File: config.mk
export PLATFORM = sky130hd
export DESIGN_NAME = sha1_message_digest
export DESIGN_NICKNAME = d
export VERILOG_FILES = /design/src/hdl/sha1md_pkg.sv /design/src/hdl/sha1md_fifo.sv /design/src/hdl/sha1md_front.sv /design/src/hdl/sha1md_core.sv /design/src/hdl/sha1md_back.sv /design/src/hdl/sha1_message_digest.sv
export SDC_FILE = /design/constraint.sdc
export NUM_CORES = 2
export LEC_CHECK = 0
export BUFFER_PORTS_ARGS = -buffer_cell sky130_fd_sc_hd__buf_4
export CAP_MARGIN = 20
export CELL_PAD_IN_SITES_DETAIL_PLACEMENT = 1
export CELL_PAD_IN_SITES_GLOBAL_PLACEMENT = 1
export CORE_MARGIN = 1
export CORE_UTILIZATION = 25
export CTS_BUF_LIST = sky130_fd_sc_hd__clkbuf_4 sky130_fd_sc_hd__clkbuf_8
export CTS_CLUSTER_DIAMETER = 200
export DETAILED_ROUTE_END_ITERATION = 6
export GPL_TIMING_DRIVEN = 0
export PLACE_DENSITY = 0.47
export SYNTH_ARGS = -nofsm -noshare
export SYNTH_HDL_FRONTEND = slang
export SYNTH_SLANG_ARGS = --single-unit
export TNS_END_PERCENT = 1
File: constraint.sdc
create_clock -name clk_i -period 14.4 [get_ports clk_i]
set_input_delay 1.44 -clock clk_i [delete_from_list [all_inputs] [get_ports clk_i]]
set_output_delay 1.44 -clock clk_i [all_outputs]
set_load 0.005 [all_outputs]
File: src/hdl/sha1md_pkg.sv
// Types, constants and round functions of the SHA-1 digest block.
package sha1md_pkg;

  typedef enum logic [0:0] {
    CMD_DATA,
    CMD_TAIL
  } cmd_kind_e;

  typedef struct packed {
    logic [31:0] word;
    cmd_kind_e   kind;
    logic [5:0]  nbits;
  } cmd_t;

  typedef enum logic [2:0] {
    ST_LOAD,
    ST_PAD,
    ST_ROUND,
    ST_ADD,
    ST_OUT
  } back_state_e;

  typedef logic [4:0][31:0] digest_t;

  typedef struct packed {
    logic        push;
    logic [31:0] push_word;
    logic        start;
    logic        round_en;
    logic [6:0]  rnd;
    logic        add;
    logic        reinit;
  } core_ctl_t;

  localparam digest_t IV = {32'hC3D2E1F0, 32'h10325476, 32'h98BADCFE,
                            32'hEFCDAB89, 32'h67452301};

  localparam logic [31:0] K0 = 32'h5A827999;
  localparam logic [31:0] K1 = 32'h6ED9EBA1;
  localparam logic [31:0] K2 = 32'h8F1BBCDC;
  localparam logic [31:0] K3 = 32'hCA62C1D6;

  localparam logic [31:0] PAD_WORD   = 32'h80000000;
  localparam logic [5:0]  WORD_BITS  = 6'd32;
  localparam logic [6:0]  ROUND_LAST = 7'd79;
  localparam logic [3:0]  POS_LEN_HI = 4'd14;
  localparam logic [3:0]  POS_LAST   = 4'd15;
  localparam logic [2:0]  IDX_LAST   = 3'd4;

  function automatic logic [31:0] sha1md_f(input logic [6:0] r, input logic [31:0] b,
                                           input logic [31:0] c, input logic [31:0] d);
    logic [31:0] res;
    if (r < 7'd20) begin
      res = (b & c) | (~b & d);
    end else if (r < 7'd40) begin
      res = b ^ c ^ d;
    end else if (r < 7'd60) begin
      res = (b & c) | (b & d) | (c & d);
    end else begin
      res = b ^ c ^ d;
    end
    return res;
  endfunction

  function automatic logic [31:0] sha1md_k(input logic [6:0] r);
    logic [31:0] res;
    if (r < 7'd20) begin
      res = K0;
    end else if (r < 7'd40) begin
      res = K1;
    end else if (r < 7'd60) begin
      res = K2;
    end else begin
      res = K3;
    end
    return res;
  endfunction

endpackage

File: src/hdl/sha1md_fifo.sv
// Small first-in first-out queue between the front and back parts.
module sha1md_fifo #(
  parameter int WIDTH = 39,
  parameter int DEPTH = 4
) (
  input  logic             clk_i,
  input  logic             rst_ni,
  input  logic             push_i,
  input  logic [WIDTH-1:0] push_data_i,
  output logic             full_o,
  input  logic             pop_i,
  output logic [WIDTH-1:0] pop_data_o,
  output logic             empty_o
);

  localparam int AW = $clog2(DEPTH);
  localparam int CW = $clog2(DEPTH + 1);

  logic [WIDTH-1:0] mem_q [DEPTH];
  logic [AW-1:0]    wr_ptr_q, wr_ptr_d, rd_ptr_q, rd_ptr_d;
  logic [CW-1:0]    count_q, count_d;
  logic             do_push, do_pop;

  assign full_o     = (count_q == CW'(DEPTH));
  assign empty_o    = (count_q == '0);
  assign do_push    = push_i && !full_o;
  assign do_pop     = pop_i && !empty_o;
  assign pop_data_o = mem_q[rd_ptr_q];

  always_comb begin
    wr_ptr_d = wr_ptr_q;
    rd_ptr_d = rd_ptr_q;
    count_d  = count_q;
    if (do_push) begin
      wr_ptr_d = (wr_ptr_q == AW'(DEPTH - 1)) ? '0 : wr_ptr_q + 1'b1;
    end
    if (do_pop) begin
      rd_ptr_d = (rd_ptr_q == AW'(DEPTH - 1)) ? '0 : rd_ptr_q + 1'b1;
    end
    if (do_push && !do_pop) begin
      count_d = count_q + 1'b1;
    end else if (do_pop && !do_push) begin
      count_d = count_q - 1'b1;
    end
  end

  always_ff @(posedge clk_i or negedge rst_ni) begin
    if (!rst_ni) begin
      wr_ptr_q <= '0;
      rd_ptr_q <= '0;
      count_q  <= '0;
    end else begin
      wr_ptr_q <= wr_ptr_d;
      rd_ptr_q <= rd_ptr_d;
      count_q  <= count_d;
    end
  end

  always_ff @(posedge clk_i) begin
    if (do_push) begin
      mem_q[wr_ptr_q] <= push_data_i;
    end
  end

endmodule

File: src/hdl/sha1md_front.sv
// Front part: takes input words and turns them into buffer commands.
module sha1md_front (
  input  logic               clk_i,
  input  logic               rst_ni,
  input  logic               s_axis_tvalid,
  output logic               s_axis_tready,
  input  logic [31:0]        s_axis_tdata,
  input  logic               s_axis_tlast,
  input  logic [2:0]         s_axis_tuser,
  output logic               push_o,
  output sha1md_pkg::cmd_t   push_cmd_o,
  input  logic               full_i
);

  logic pend_q, pend_d;
  logic accept;

  assign s_axis_tready = !full_i && !pend_q;
  assign accept        = s_axis_tvalid && s_axis_tready;

  always_comb begin
    pend_d           = pend_q;
    push_o           = 1'b0;
    push_cmd_o.word  = s_axis_tdata;
    push_cmd_o.kind  = sha1md_pkg::CMD_DATA;
    push_cmd_o.nbits = sha1md_pkg::WORD_BITS;
    if (pend_q) begin
      // A full final word still owes the pad byte as a word of its own.
      if (!full_i) begin
        push_o           = 1'b1;
        push_cmd_o.word  = sha1md_pkg::PAD_WORD;
        push_cmd_o.kind  = sha1md_pkg::CMD_TAIL;
        push_cmd_o.nbits = '0;
        pend_d           = 1'b0;
      end
    end else if (accept) begin
      push_o = 1'b1;
      if (s_axis_tlast) begin
        push_cmd_o.kind = sha1md_pkg::CMD_TAIL;
        case (s_axis_tuser)
          3'd0: begin
            push_cmd_o.word  = sha1md_pkg::PAD_WORD;
            push_cmd_o.nbits = 6'd0;
          end
          3'd1: begin
            push_cmd_o.word  = {s_axis_tdata[31:24], 24'h800000};
            push_cmd_o.nbits = 6'd8;
          end
          3'd2: begin
            push_cmd_o.word  = {s_axis_tdata[31:16], 16'h8000};
            push_cmd_o.nbits = 6'd16;
          end
          3'd3: begin
            push_cmd_o.word  = {s_axis_tdata[31:8], 8'h80};
            push_cmd_o.nbits = 6'd24;
          end
          default: begin
            // Four or more valid bytes: the word goes in whole.
            push_cmd_o.kind = sha1md_pkg::CMD_DATA;
            pend_d          = 1'b1;
          end
        endcase
      end
    end
  end

  always_ff @(posedge clk_i or negedge rst_ni) begin
    if (!rst_ni) begin
      pend_q <= 1'b0;
    end else begin
      pend_q <= pend_d;
    end
  end

endmodule

File: src/hdl/sha1md_core.sv
// Compression datapath: message schedule window, working words and chaining words.
module sha1md_core (
  input  logic                  clk_i,
  input  logic                  rst_ni,
  input  sha1md_pkg::core_ctl_t ctl_i,
  output sha1md_pkg::digest_t   hash_o
);

  logic [15:0][31:0]   w_q, w_d;
  logic [4:0][31:0]    st_q, st_d;
  sha1md_pkg::digest_t h_q, h_d;
  logic [31:0]         wx, wnew, tmp;

  assign hash_o = h_q;

  always_comb begin
    wx   = w_q[13] ^ w_q[8] ^ w_q[2] ^ w_q[0];
    wnew = {wx[30:0], wx[31]};
    tmp  = {st_q[0][26:0], st_q[0][31:27]}
         + sha1md_pkg::sha1md_f(ctl_i.rnd, st_q[1], st_q[2], st_q[3])
         + st_q[4] + w_q[0] + sha1md_pkg::sha1md_k(ctl_i.rnd);

    w_d  = w_q;
    st_d = st_q;
    h_d  = h_q;
    if (ctl_i.push) begin
      w_d = {ctl_i.push_word, w_q[15:1]};
    end else if (ctl_i.round_en) begin
      w_d = {wnew, w_q[15:1]};
    end
    if (ctl_i.start) begin
      st_d = h_q;
    end else if (ctl_i.round_en) begin
      st_d = {st_q[3], st_q[2], {st_q[1][1:0], st_q[1][31:2]}, st_q[0], tmp};
    end
    if (ctl_i.add) begin
      for (int i = 0; i < 5; i++) begin
        h_d[i] = h_q[i] + st_q[i];
      end
    end else if (ctl_i.reinit) begin
      h_d = sha1md_pkg::IV;
    end
  end

  always_ff @(posedge clk_i or negedge rst_ni) begin
    if (!rst_ni) begin
      st_q <= '0;
      h_q  <= sha1md_pkg::IV;
    end else begin
      st_q <= st_d;
      h_q  <= h_d;
    end
  end

  always_ff @(posedge clk_i) begin
    w_q <= w_d;
  end

endmodule

File: src/hdl/sha1md_back.sv
// Back part: block filling, padding, round sequencing and digest output.
module sha1md_back (
  input  logic               clk_i,
  input  logic               rst_ni,
  input  logic               empty_i,
  input  sha1md_pkg::cmd_t   cmd_i,
  output logic               pop_o,
  output logic               m_axis_tvalid,
  input  logic               m_axis_tready,
  output logic [31:0]        m_axis_tdata,
  output logic               m_axis_tlast
);

  sha1md_pkg::back_state_e state_q, state_d;
  sha1md_pkg::core_ctl_t   ctl;
  sha1md_pkg::digest_t     hash;

  logic [3:0]  wpos_q, wpos_d;
  logic [63:0] bitlen_q, bitlen_d;
  logic [6:0]  rnd_q, rnd_d;
  logic [2:0]  oidx_q, oidx_d;
  logic        extra_q, extra_d;
  logic        lastblk_q, lastblk_d;
  logic        retpad_q, retpad_d;
  logic        ov_q, ov_d;
  logic [31:0] odata_q, odata_d;
  logic        olast_q, olast_d;
  logic        oload;
  logic [31:0] hsel;

  assign m_axis_tvalid = ov_q;
  assign m_axis_tdata  = odata_q;
  assign m_axis_tlast  = olast_q;

  always_comb begin
    case (oidx_q)
      3'd0:    hsel = hash[0];
      3'd1:    hsel = hash[1];
      3'd2:    hsel = hash[2];
      3'd3:    hsel = hash[3];
      default: hsel = hash[4];
    endcase
  end

  always_comb begin
    state_d   = state_q;
    wpos_d    = wpos_q;
    bitlen_d  = bitlen_q;
    rnd_d     = rnd_q;
    oidx_d    = oidx_q;
    extra_d   = extra_q;
    lastblk_d = lastblk_q;
    retpad_d  = retpad_q;
    pop_o     = 1'b0;
    oload     = 1'b0;
    ctl       = '0;
    ctl.rnd   = rnd_q;

    case (state_q)
      sha1md_pkg::ST_LOAD: begin
        if (!empty_i) begin
          pop_o         = 1'b1;
          ctl.push      = 1'b1;
          ctl.push_word = cmd_i.word;
          wpos_d        = wpos_q + 1'b1;
          bitlen_d      = bitlen_q + 64'(cmd_i.nbits);
          retpad_d      = (cmd_i.kind == sha1md_pkg::CMD_TAIL);
          extra_d       = (wpos_q == sha1md_pkg::POS_LEN_HI);
          lastblk_d     = 1'b0;
          if (wpos_q == sha1md_pkg::POS_LAST) begin
            ctl.start = 1'b1;
            state_d   = sha1md_pkg::ST_ROUND;
          end else if (cmd_i.kind == sha1md_pkg::CMD_TAIL) begin
            state_d = sha1md_pkg::ST_PAD;
          end
        end
      end
      sha1md_pkg::ST_PAD: begin
        ctl.push = 1'b1;
        wpos_d   = wpos_q + 1'b1;
        if (!extra_q && wpos_q == sha1md_pkg::POS_LEN_HI) begin
          ctl.push_word = bitlen_q[63:32];
        end else if (!extra_q && wpos_q == sha1md_pkg::POS_LAST) begin
          ctl.push_word = bitlen_q[31:0];
        end
        if (wpos_q == sha1md_pkg::POS_LAST) begin
          ctl.start = 1'b1;
          lastblk_d = !extra_q;
          extra_d   = 1'b0;
          state_d   = sha1md_pkg::ST_ROUND;
        end
      end
      sha1md_pkg::ST_ROUND: begin
        ctl.round_en = 1'b1;
        if (rnd_q == sha1md_pkg::ROUND_LAST) begin
          rnd_d   = '0;
          state_d = sha1md_pkg::ST_ADD;
        end else begin
          rnd_d = rnd_q + 1'b1;
        end
      end
      sha1md_pkg::ST_ADD: begin
        ctl.add = 1'b1;
        oidx_d  = '0;
        if (lastblk_q) begin
          state_d = sha1md_pkg::ST_OUT;
        end else if (retpad_q) begin
          state_d = sha1md_pkg::ST_PAD;
        end else begin
          state_d = sha1md_pkg::ST_LOAD;
        end
      end
      sha1md_pkg::ST_OUT: begin
        if (!ov_q || m_axis_tready) begin
          oload = 1'b1;
          if (oidx_q == sha1md_pkg::IDX_LAST) begin
            // The last chaining word is captured as the state returns to the start values.
            ctl.reinit = 1'b1;
            wpos_d     = '0;
            bitlen_d   = '0;
            lastblk_d  = 1'b0;
            retpad_d   = 1'b0;
            state_d    = sha1md_pkg::ST_LOAD;
          end else begin
            oidx_d = oidx_q + 1'b1;
          end
        end
      end
      default: begin
        state_d = sha1md_pkg::ST_LOAD;
      end
    endcase

    odata_d = odata_q;
    olast_d = olast_q;
    ov_d    = ov_q && !m_axis_tready;
    if (oload) begin
      ov_d    = 1'b1;
      odata_d = hsel;
      olast_d = (oidx_q == sha1md_pkg::IDX_LAST);
    end
  end

  always_ff @(posedge clk_i or negedge rst_ni) begin
    if (!rst_ni) begin
      state_q   <= sha1md_pkg::ST_LOAD;
      wpos_q    <= '0;
      bitlen_q  <= '0;
      rnd_q     <= '0;
      oidx_q    <= '0;
      extra_q   <= 1'b0;
      lastblk_q <= 1'b0;
      retpad_q  <= 1'b0;
      ov_q      <= 1'b0;
    end else begin
      state_q   <= state_d;
      wpos_q    <= wpos_d;
      bitlen_q  <= bitlen_d;
      rnd_q     <= rnd_d;
      oidx_q    <= oidx_d;
      extra_q   <= extra_d;
      lastblk_q <= lastblk_d;
      retpad_q  <= retpad_d;
      ov_q      <= ov_d;
    end
  end

  always_ff @(posedge clk_i) begin
    odata_q <= odata_d;
    olast_q <= olast_d;
  end

  sha1md_core u_core (
    .clk_i  (clk_i),
    .rst_ni (rst_ni),
    .ctl_i  (ctl),
    .hash_o (hash)
  );

endmodule

File: src/hdl/sha1_message_digest.sv
// Top level of the SHA-1 message digest block.
//
//   Channel  Dir  Handshake                    Payload
//   s_axis   in   s_axis_tvalid/s_axis_tready  tdata message word, tlast final, tuser bytes
//   m_axis   out  m_axis_tvalid/m_axis_tready  tdata digest word, tlast marks H4
//
// A request accepted on s_axis is pushed straight into the command queue. The back part moves
// one queued word a cycle into the 16-word schedule window while it loads and the queue is not
// empty; each full block then holds it for 80 rounds of the single round unit plus one chaining
// add. A final word adds padding pushes, one or two compressions and five digest words.
// Reset is asynchronous and active low; there is no clearing pass. A stall on m_axis holds
// the output register; s_axis keeps filling the queue until FIFO_DEPTH commands wait.
module sha1_message_digest #(
  parameter int FIFO_DEPTH = 4
) (
  input  logic        clk_i,
  input  logic        rst_ni,
  input  logic        s_axis_tvalid,
  output logic        s_axis_tready,
  input  logic [31:0] s_axis_tdata,   // [31:0] message_word
  input  logic        s_axis_tlast,   // final_word
  input  logic [2:0]  s_axis_tuser,   // [2:0] valid_bytes
  output logic        m_axis_tvalid,
  input  logic        m_axis_tready,
  output logic [31:0] m_axis_tdata,   // [31:0] digest_word
  output logic        m_axis_tlast    // digest_last
);

  localparam int CmdW = $bits(sha1md_pkg::cmd_t);

  // The front part splits a full final word into the word itself and a pad-only tail.
  logic             q_push, q_full, q_pop, q_empty;
  sha1md_pkg::cmd_t q_in_cmd, q_out_cmd;
  logic [CmdW-1:0]  q_out_bits;

  assign q_out_cmd = sha1md_pkg::cmd_t'(q_out_bits);

  sha1md_front u_front (
    .clk_i         (clk_i),
    .rst_ni        (rst_ni),
    .s_axis_tvalid (s_axis_tvalid),
    .s_axis_tready (s_axis_tready),
    .s_axis_tdata  (s_axis_tdata),
    .s_axis_tlast  (s_axis_tlast),
    .s_axis_tuser  (s_axis_tuser),
    .push_o        (q_push),
    .push_cmd_o    (q_in_cmd),
    .full_i        (q_full)
  );

  sha1md_fifo #(
    .WIDTH (CmdW),
    .DEPTH (FIFO_DEPTH)
  ) u_fifo (
    .clk_i       (clk_i),
    .rst_ni      (rst_ni),
    .push_i      (q_push),
    .push_data_i (q_in_cmd),
    .full_o      (q_full),
    .pop_i       (q_pop),
    .pop_data_o  (q_out_bits),
    .empty_o     (q_empty)
  );

  // The back part owns the block buffer, the bit count and the round sequencing.
  sha1md_back u_back (
    .clk_i         (clk_i),
    .rst_ni        (rst_ni),
    .empty_i       (q_empty),
    .cmd_i         (q_out_cmd),
    .pop_o         (q_pop),
    .m_axis_tvalid (m_axis_tvalid),
    .m_axis_tready (m_axis_tready),
    .m_axis_tdata  (m_axis_tdata),
    .m_axis_tlast  (m_axis_tlast)
  );

endmodule

======== Word level (Yosys, flattened, before mapping) ========
Memory sizes are Yosys's and may differ from the RTL's.
Cells that the tools add are included.
storage, ports and cells
  output and inout port bits .............. 35
  memory bits (writable) .................. 156
  memories kept ........................... 1
  input bits .............................. 40
  logic and storage cells ................. 217
  register bits ........................... 958
memories
  name          depth  width  rd ports  clocked after memory_dff  wr ports  RTL line           text
  u_fifo.mem_q  4      39     1         0                         1         sha1md_fifo.sv:19  logic [WIDTH-1:0] mem_q [DEPTH];
operators by class
  equal/unequal tests ..................... 24
  reduce and logical (&&, ||, !) cells .... 37
  bitwise gates (word level) .............. 13
  order comparisons ....................... 3
  $add $sub $neg .......................... 17
  muxes and demuxes ....................... 81
operator list
  kind                                                                  count
  512-bit 2-to-1 mux                                                    2
  160-bit 2-to-1 mux                                                    4
  32-bit adder                                                          9
  32-bit case mux with 4 select lines                                   2
  32-bit 2-to-1 mux                                                     7
  64-bit 2-to-1 mux                                                     3
  32-bit bitwise XOR                                                    5
  39-bit 2-to-1 mux                                                     4
  32-bit bitwise AND                                                    4
  64-bit case mux with 2 select lines                                   1
  32-bit OR                                                             3
  34-bit case mux with 2 select lines                                   1
  64-bit by 6-bit adder with 64-bit output                              1
  3-bit 2-to-1 mux                                                      12
  34-bit 2-to-1 mux                                                     1
  32-bit inverter                                                       1
  31-bit 2-to-1 mux                                                     1
  1-bit 2-to-1 mux                                                      30
  6-bit case mux with 4 select lines                                    1
  3-bit by 2-bit == test with 1-bit output, second input constant       6
  3-bit case mux with 5 select lines                                    1
  7-bit by 6-bit < comparator with 1-bit output, second input constant  2
  2-bit nonzero test                                                    7
  3-bit zero test                                                       4
  other kinds (30)                                                      63

======== Longest topological paths before layout ========
  word-level depth ........................ 12
  mapped depth ............................ 24
  depth with buffers taken out ............ 21

======== Modules after synthesis ========
From an unflattened synthesis, not the netlist that was laid out.
unflattened totals
  cells, all modules ...................... 4682
  area, all modules ....................... 56312.8 µm²
by module, submodules not included
  module        cells each  sequential area each (µm²)  instances  area an instance (µm²)
  sha1md_core   3565        23482.5                     1          42525.8
  sha1md_back   808         3118.0                      1          7221.9
  sha1md_fifo   241         4859.7                      1          6094.6
  sha1md_front  68          25.0                        1          470.5

======== Worst setup path after synthesis ========
Ideal clock, no wire load.
  path type ............................... flip-flop to flip-flop
  start ................................... reg u_fifo.count_q[0]
  end ..................................... reg u_back.u_core.w_q[0] (netlist bit) (enable)
  clock period less this slack ............ 13.438 ns
  cell stages (with the launch flop) ...... 5
  required time ........................... 10.748 ns
  path slack .............................. 0.962 ns
  arrival ................................. 9.786 ns
  buffers on the path ..................... 1
  library setup time ...................... 3.652 ns
  cell sequence ........................... dfrtp_1 or3_1 o21ai_1 clkbuf_1 nand2_1
between the ends
  cells in the longest elaborated chain, start to end .. 4
RTL lines
  what                                 RTL line           text
  start, declared                      sha1md_fifo.sv:21  logic [CW-1:0] count_q, count_d;
  start signal, assigned               sha1md_fifo.sv:55  count_q <= count_d;
  3-bit zero test                      sha1md_fifo.sv:25  assign empty_o = (count_q == '0);
  34-bit 2-to-1 mux                    sha1md_back.sv:61  if (!empty_i) begin
  34-bit case mux with 2 select lines  sha1md_back.sv:59  case (state_q)
  2-bit nonzero test (no line)         -
  end signal, assigned                 sha1md_core.sv:56  w_q <= w_d;
  end, declared                        sha1md_core.sv:9   logic [15:0][31:0] w_q, w_d;
Every way passes these cells.
A chain may end at the register's enable or synchronous reset.

======== Worst setup path in the final report ========
  start ................................... reg u_back.rnd_q[5]
  end ..................................... reg u_back.u_core.st_q[29] (netlist bit)
between the ends
  cells in the longest elaborated chain, start to end .. 10
  elaborated cells on any way between the ends .. 15
  classes of those cells .................. add/sub: 4; order compare: 3; mux: 8
RTL lines
  what                                           RTL line                            text
  start, declared                                sha1md_back.sv:20                   logic [6:0] rnd_q, rnd_d;
  start signal, assigned                         sha1md_back.sv:159                  rnd_q <= rnd_d;
  7-bit by 6-bit < comparator with 1-bit output  sha1md_pkg.sv:57, sha1md_pkg.sv:71
  32-bit 2-to-1 mux                              sha1md_pkg.sv:57                    end else if (r < 7'd60) begin
  32-bit 2-to-1 mux                              sha1md_pkg.sv:55                    end else if (r < 7'd40) begin
  32-bit 2-to-1 mux                              sha1md_pkg.sv:53                    if (r < 7'd20) begin
  32-bit adder                                   sha1md_core.sv:20                   + sha1md_pkg::sha1md_f(ctl_i.rnd, st_q[1], st_q[2], st_q[3])
  32-bit adder (2 in a row)                      sha1md_core.sv:21                   + st_q[4] + w_q[0] + sha1md_pkg::sha1md_k(ctl_i.rnd);
  32-bit adder *                                 sha1md_core.sv:21
  160-bit 2-to-1 mux *                           sha1md_core.sv:33                   end else if (ctl_i.round_en) begin
  160-bit 2-to-1 mux *                           sha1md_core.sv:31                   if (ctl_i.start) begin
  end signal, assigned                           sha1md_core.sv:50                   st_q <= st_d;
  end, declared                                  sha1md_core.sv:10                   logic [4:0][31:0] st_q, st_d;
Every way passes the cells marked *; elsewhere a longest branch is shown, timed or not. The select of a mux whose other input is x is not followed.

==> flow_metrics.py <==
metrics = {
    "synthesis": {
        "synth_nets": 4731,
        "synthesis.instances": 4355,
        "synth.yosys.seq_area_share": 0.574,
        "post_synth.cell_area_avg_um2": 12.4,
        "yosys_warnings": 0,
        "synth-async-reset-ratio": 0.373,
        "synth_cell_type_count": 89,
        "mappedNetlistArea_um2": 54100,
        "synth_enable_flop_cells": 689,
        "most_frequently_used_flop_master_after_synthesis": "sky130_fd_sc_hd__edfxtp_1",
        "postSynthRegisterBits": 1099,
    },
    "critical_path": {
        "setup.worst_path.start_class": "flip-flop",
        "crit-reg2reg-capture": "u_back.u_core.st_q[29]",
        "timing.setup.critical_path_class": "reg -> reg",
        "critical_path.top_delay_family": "compound AO/OA/AOI/OAI gates",
        "worstSetupStartpoint": "u_back.rnd_q[5]",
        "timing.critical_path.slowest_cell_delay_ps": 900,
        "timing.critical_path.buf_inv": 3,
        "cp_data_required_time_ps": 15210,
        "r2r_slack_ps": 6060,
        "timing.critical_path.to_type": "flip-flop",
        "crit-reg2reg-launch": "u_back.rnd_q[5]",
        "timing.critical_path.slowest_stage_cell": "sky130_fd_sc_hd__a221oi_1",
        "worstRegToRegCells": 21,
        "cp_cell_sequence": "clkbuf_1, a41oi_1, and2_1, nor2_1, clkbuf_1, a221oi_1, fa_1, inv_1, fa_1, ha_1, fa_1, a21o_1, a21o_1, a2111o_1, nand4b_1, nor3b_1, o21ai_0, a31oi_1, o21ai_0, xnor2_1, o21ai_0",
        "critPathMaxFanout": 10,
        "worstPathArrival_ps": 9150,
    },
    "sta": {
        "max_slew_margin": 0.190,
        "hold_viol": 0,
        "finalWorstPathRequiredPeriod_ps": 8340,
        "unrepaired_setup_endpoints_after_global_routing": "false",
        "worst-slew-pin-transition_ps": 1210,
        "final-max-slew-violation-count": 0,
        "clock_skew_ps": 55.8,
        "finalCritPeriodShare": 0.579,
        "maxClockFrequency_ghz": 0.120,
        "setup_viol_count_final": 0,
        "postLayoutSetupSlackWorst_ps": 6060,
    },
    "detailed_routing": {
        "drc": 14,
        "dr_total_vias": 37343,
        "drt_pass1_iterations": 7,
        "ant_nets": 0,
        "drt-wirelength-per-cell_um": 25.0,
        "drt_iter0_markers": 3276,
        "drt-total-wl_um": 192000,
        "detail_route.vias_per_cell": 4.87,
    },
    "clock_network": {
        "ctsHtreeMaxLevel": 4,
        "clock_tree_from_tritoncts": "built",
        "clock_insertion_delay_worst_skew_ps": 970,
        "clock_tree.buffer_depth": 3,
        "tritoncts.num_buffers": 195,
        "cts_hold_buffers": 0,
        "cts.reportedPaths.clkPinSlew_ps": 60,
        "number_of_sinks_driven_by_the_clock_tree": 1099,
        "ctsRootBufferMaster": "sky130_fd_sc_hd__clkbuf_8",
        "postCtsSetupBuffers": 0,
        "post_cts.resized_instances": 0,
    },
    "hold_path": {
        "timing.hold.worst_endpoint": "u_back.u_core.w_q[443]",
        "min_delay_path_depth": 0,
        "hold_start": "u_back.u_core.w_q[475]",
        "timing.hold.worst.class": "reg -> reg",
    },
    "status": {
        "violations": "design-rule violations",
        "run_status": "finished with violations",
    },
    "grt": {
        "global_route_usage_sum": 0.176,
        "grt_max_degree": 102,
        "number_of_global_route_vias_before_repair": 39032,
        "wire_length_of_the_first_global_routing_pass_um": 278000,
        "number_of_antenna_violations_at_the_first_check_in_global_routing": 8,
        "grt_remaining_overflow": 0,
    },
    "die": {
        "die_w_um": 467,
        "fp-row-count": 170,
        "die_height_um": 467,
        "placeableCoreArea_um2": 215000,
        "die-area_um2": 218000,
        "pin_count": 75,
        "initial_core_util": 0.252,
    },
    "run": {
        "timing.max_cap.violations": 0,
    },
    "final_layout": {
        "layout_commonest_cell": "sky130_fd_sc_hd__edfxtp_1",
        "area_growth_syn_to_layout_pct": 16.6,
        "final_net_count": 5044,
        "nFillCells": 23527,
        "post_route_cells_drive_above_1_share": 0.127,
        "most-common-layout-cells": "sky130_fd_sc_hd__edfxtp_1 (689), sky130_fd_sc_hd__inv_1 (376), sky130_fd_sc_hd__dfrtp_1 (330)",
    },
    "place": {
        "routability_cong": 0.854,
        "place_hpwl_um": 145000,
        "buffer_ports.inserted": 74,
        "post-place-ws_ps": 6030,
    },
}
[Yosys cell counts (127+ instances only)]
master                     instances  share of area
sky130_fd_sc_hd__ha_1            209          0.048
sky130_fd_sc_hd__edfxtp_1        689           0.38
sky130_fd_sc_hd__a22oi_1         131          0.018
sky130_fd_sc_hd__clkbuf_1        151          0.010
sky130_fd_sc_hd__a21oi_1         224          0.021
sky130_fd_sc_hd__nand2_1         209          0.015
sky130_fd_sc_hd__xnor2_1         166          0.027
sky130_fd_sc_hd__dfrtp_1         330           0.15
sky130_fd_sc_hd__a222oi_1        136          0.025
sky130_fd_sc_hd__inv_1           377          0.026
sky130_fd_sc_hd__xor2_1          147          0.024
sky130_fd_sc_hd__fa_1            127          0.047
sky130_fd_sc_hd__nor2_1          259          0.018
sky130_fd_sc_hd__o21ai_0         264          0.024
[metal layers]
metal / share of wire / GRT usage / vias up
li1: - / - / 16832
met1: 0.46 / 0.243 / 19328
met2: 0.46 / 0.282 / 910
met3: 0.045 / 0.0273 / 267
met4: 0.026 / 0.0534 / 6
met5: 0.00020 / 0 / -
[cells by family (layout without fill, tap and decap cells)]
logic type      after synthesis  count (layout)  synth area share
buf+inv                     551            1024            0.0383
other cells                   0               8                 0
flops                      1099            1099             0.574
mux                          79              79            0.0232
xor+xnor                    313             313            0.0507
fa+ha+maj                   336             336            0.0954
compound gates             1121            1121             0.142
simple gates                856             856            0.0763
[worst max-delay path by stage]
stage,cells after the start,endpoint,slack (ps)
CTS,21,u_back.u_core.st_q[29],5980
finish,21,u_back.u_core.st_q[29],6060
global route,21,u_back.u_core.st_q[29],5720
detailed placement,21,u_back.u_core.st_q[29],6030
global placement,4,u_back.u_core.w_q[391],-4930
floorplan,4,u_back.u_core.w_q[0],960
[flip-flops by register name (all words and copies together), names as in the netlist, 2 cells and up]
| name | count |
|---|---|
| u_back.bitlen_q | 61 |
| u_back.m_axis_tdata | 32 |
| u_back.oidx_q | 3 |
| u_back.rnd_q | 7 |
| u_back.state_q | 3 |
| u_back.u_core.hash_o | 160 |
| u_back.u_core.st_q | 160 |
| u_back.u_core.w_q | 512 |
| u_back.wpos_q | 4 |
| u_fifo.count_q | 3 |
| u_fifo.mem_q | 144 |
| u_fifo.rd_ptr_q | 2 |
| u_fifo.wr_ptr_q | 2 |
[area by class of cell]
cell class / instances / area [µm²] / share of cell area
Tap cell: 2838 / 3550 / 0.0563
Buffer: 173 / 656 / 0.0104
Clock buffer: 296 / 3550 / 0.0563
Multi-Input combinational cell: 2705 / 21000 / 0.333
Antenna cell: 8 / 20.0 / 0.000317
Timing Repair Buffer: 116 / 1330 / 0.0210
Sequential cell: 1099 / 31000 / 0.492
Clock inverter: 61 / 513 / 0.00813
Inverter: 378 / 1420 / 0.0225
[through the flow]
step	setup TNS [ps]	std cells	util	instance area [µm²]	hold WS [ps]
detailed placement	0	7306	0.274	59000	405
finish	0	7674	0.294	63100	377
global placement	-2464960	7267	0.271	58200	400
global route	0	7672	0.294	63100	374
floorplan	0	4355	-	54100	400
CTS	0	7663	0.293	63000	363
Power is not shown: default switching activity piles up to over one toggle a cycle in this logic, so the estimate is an artifact.
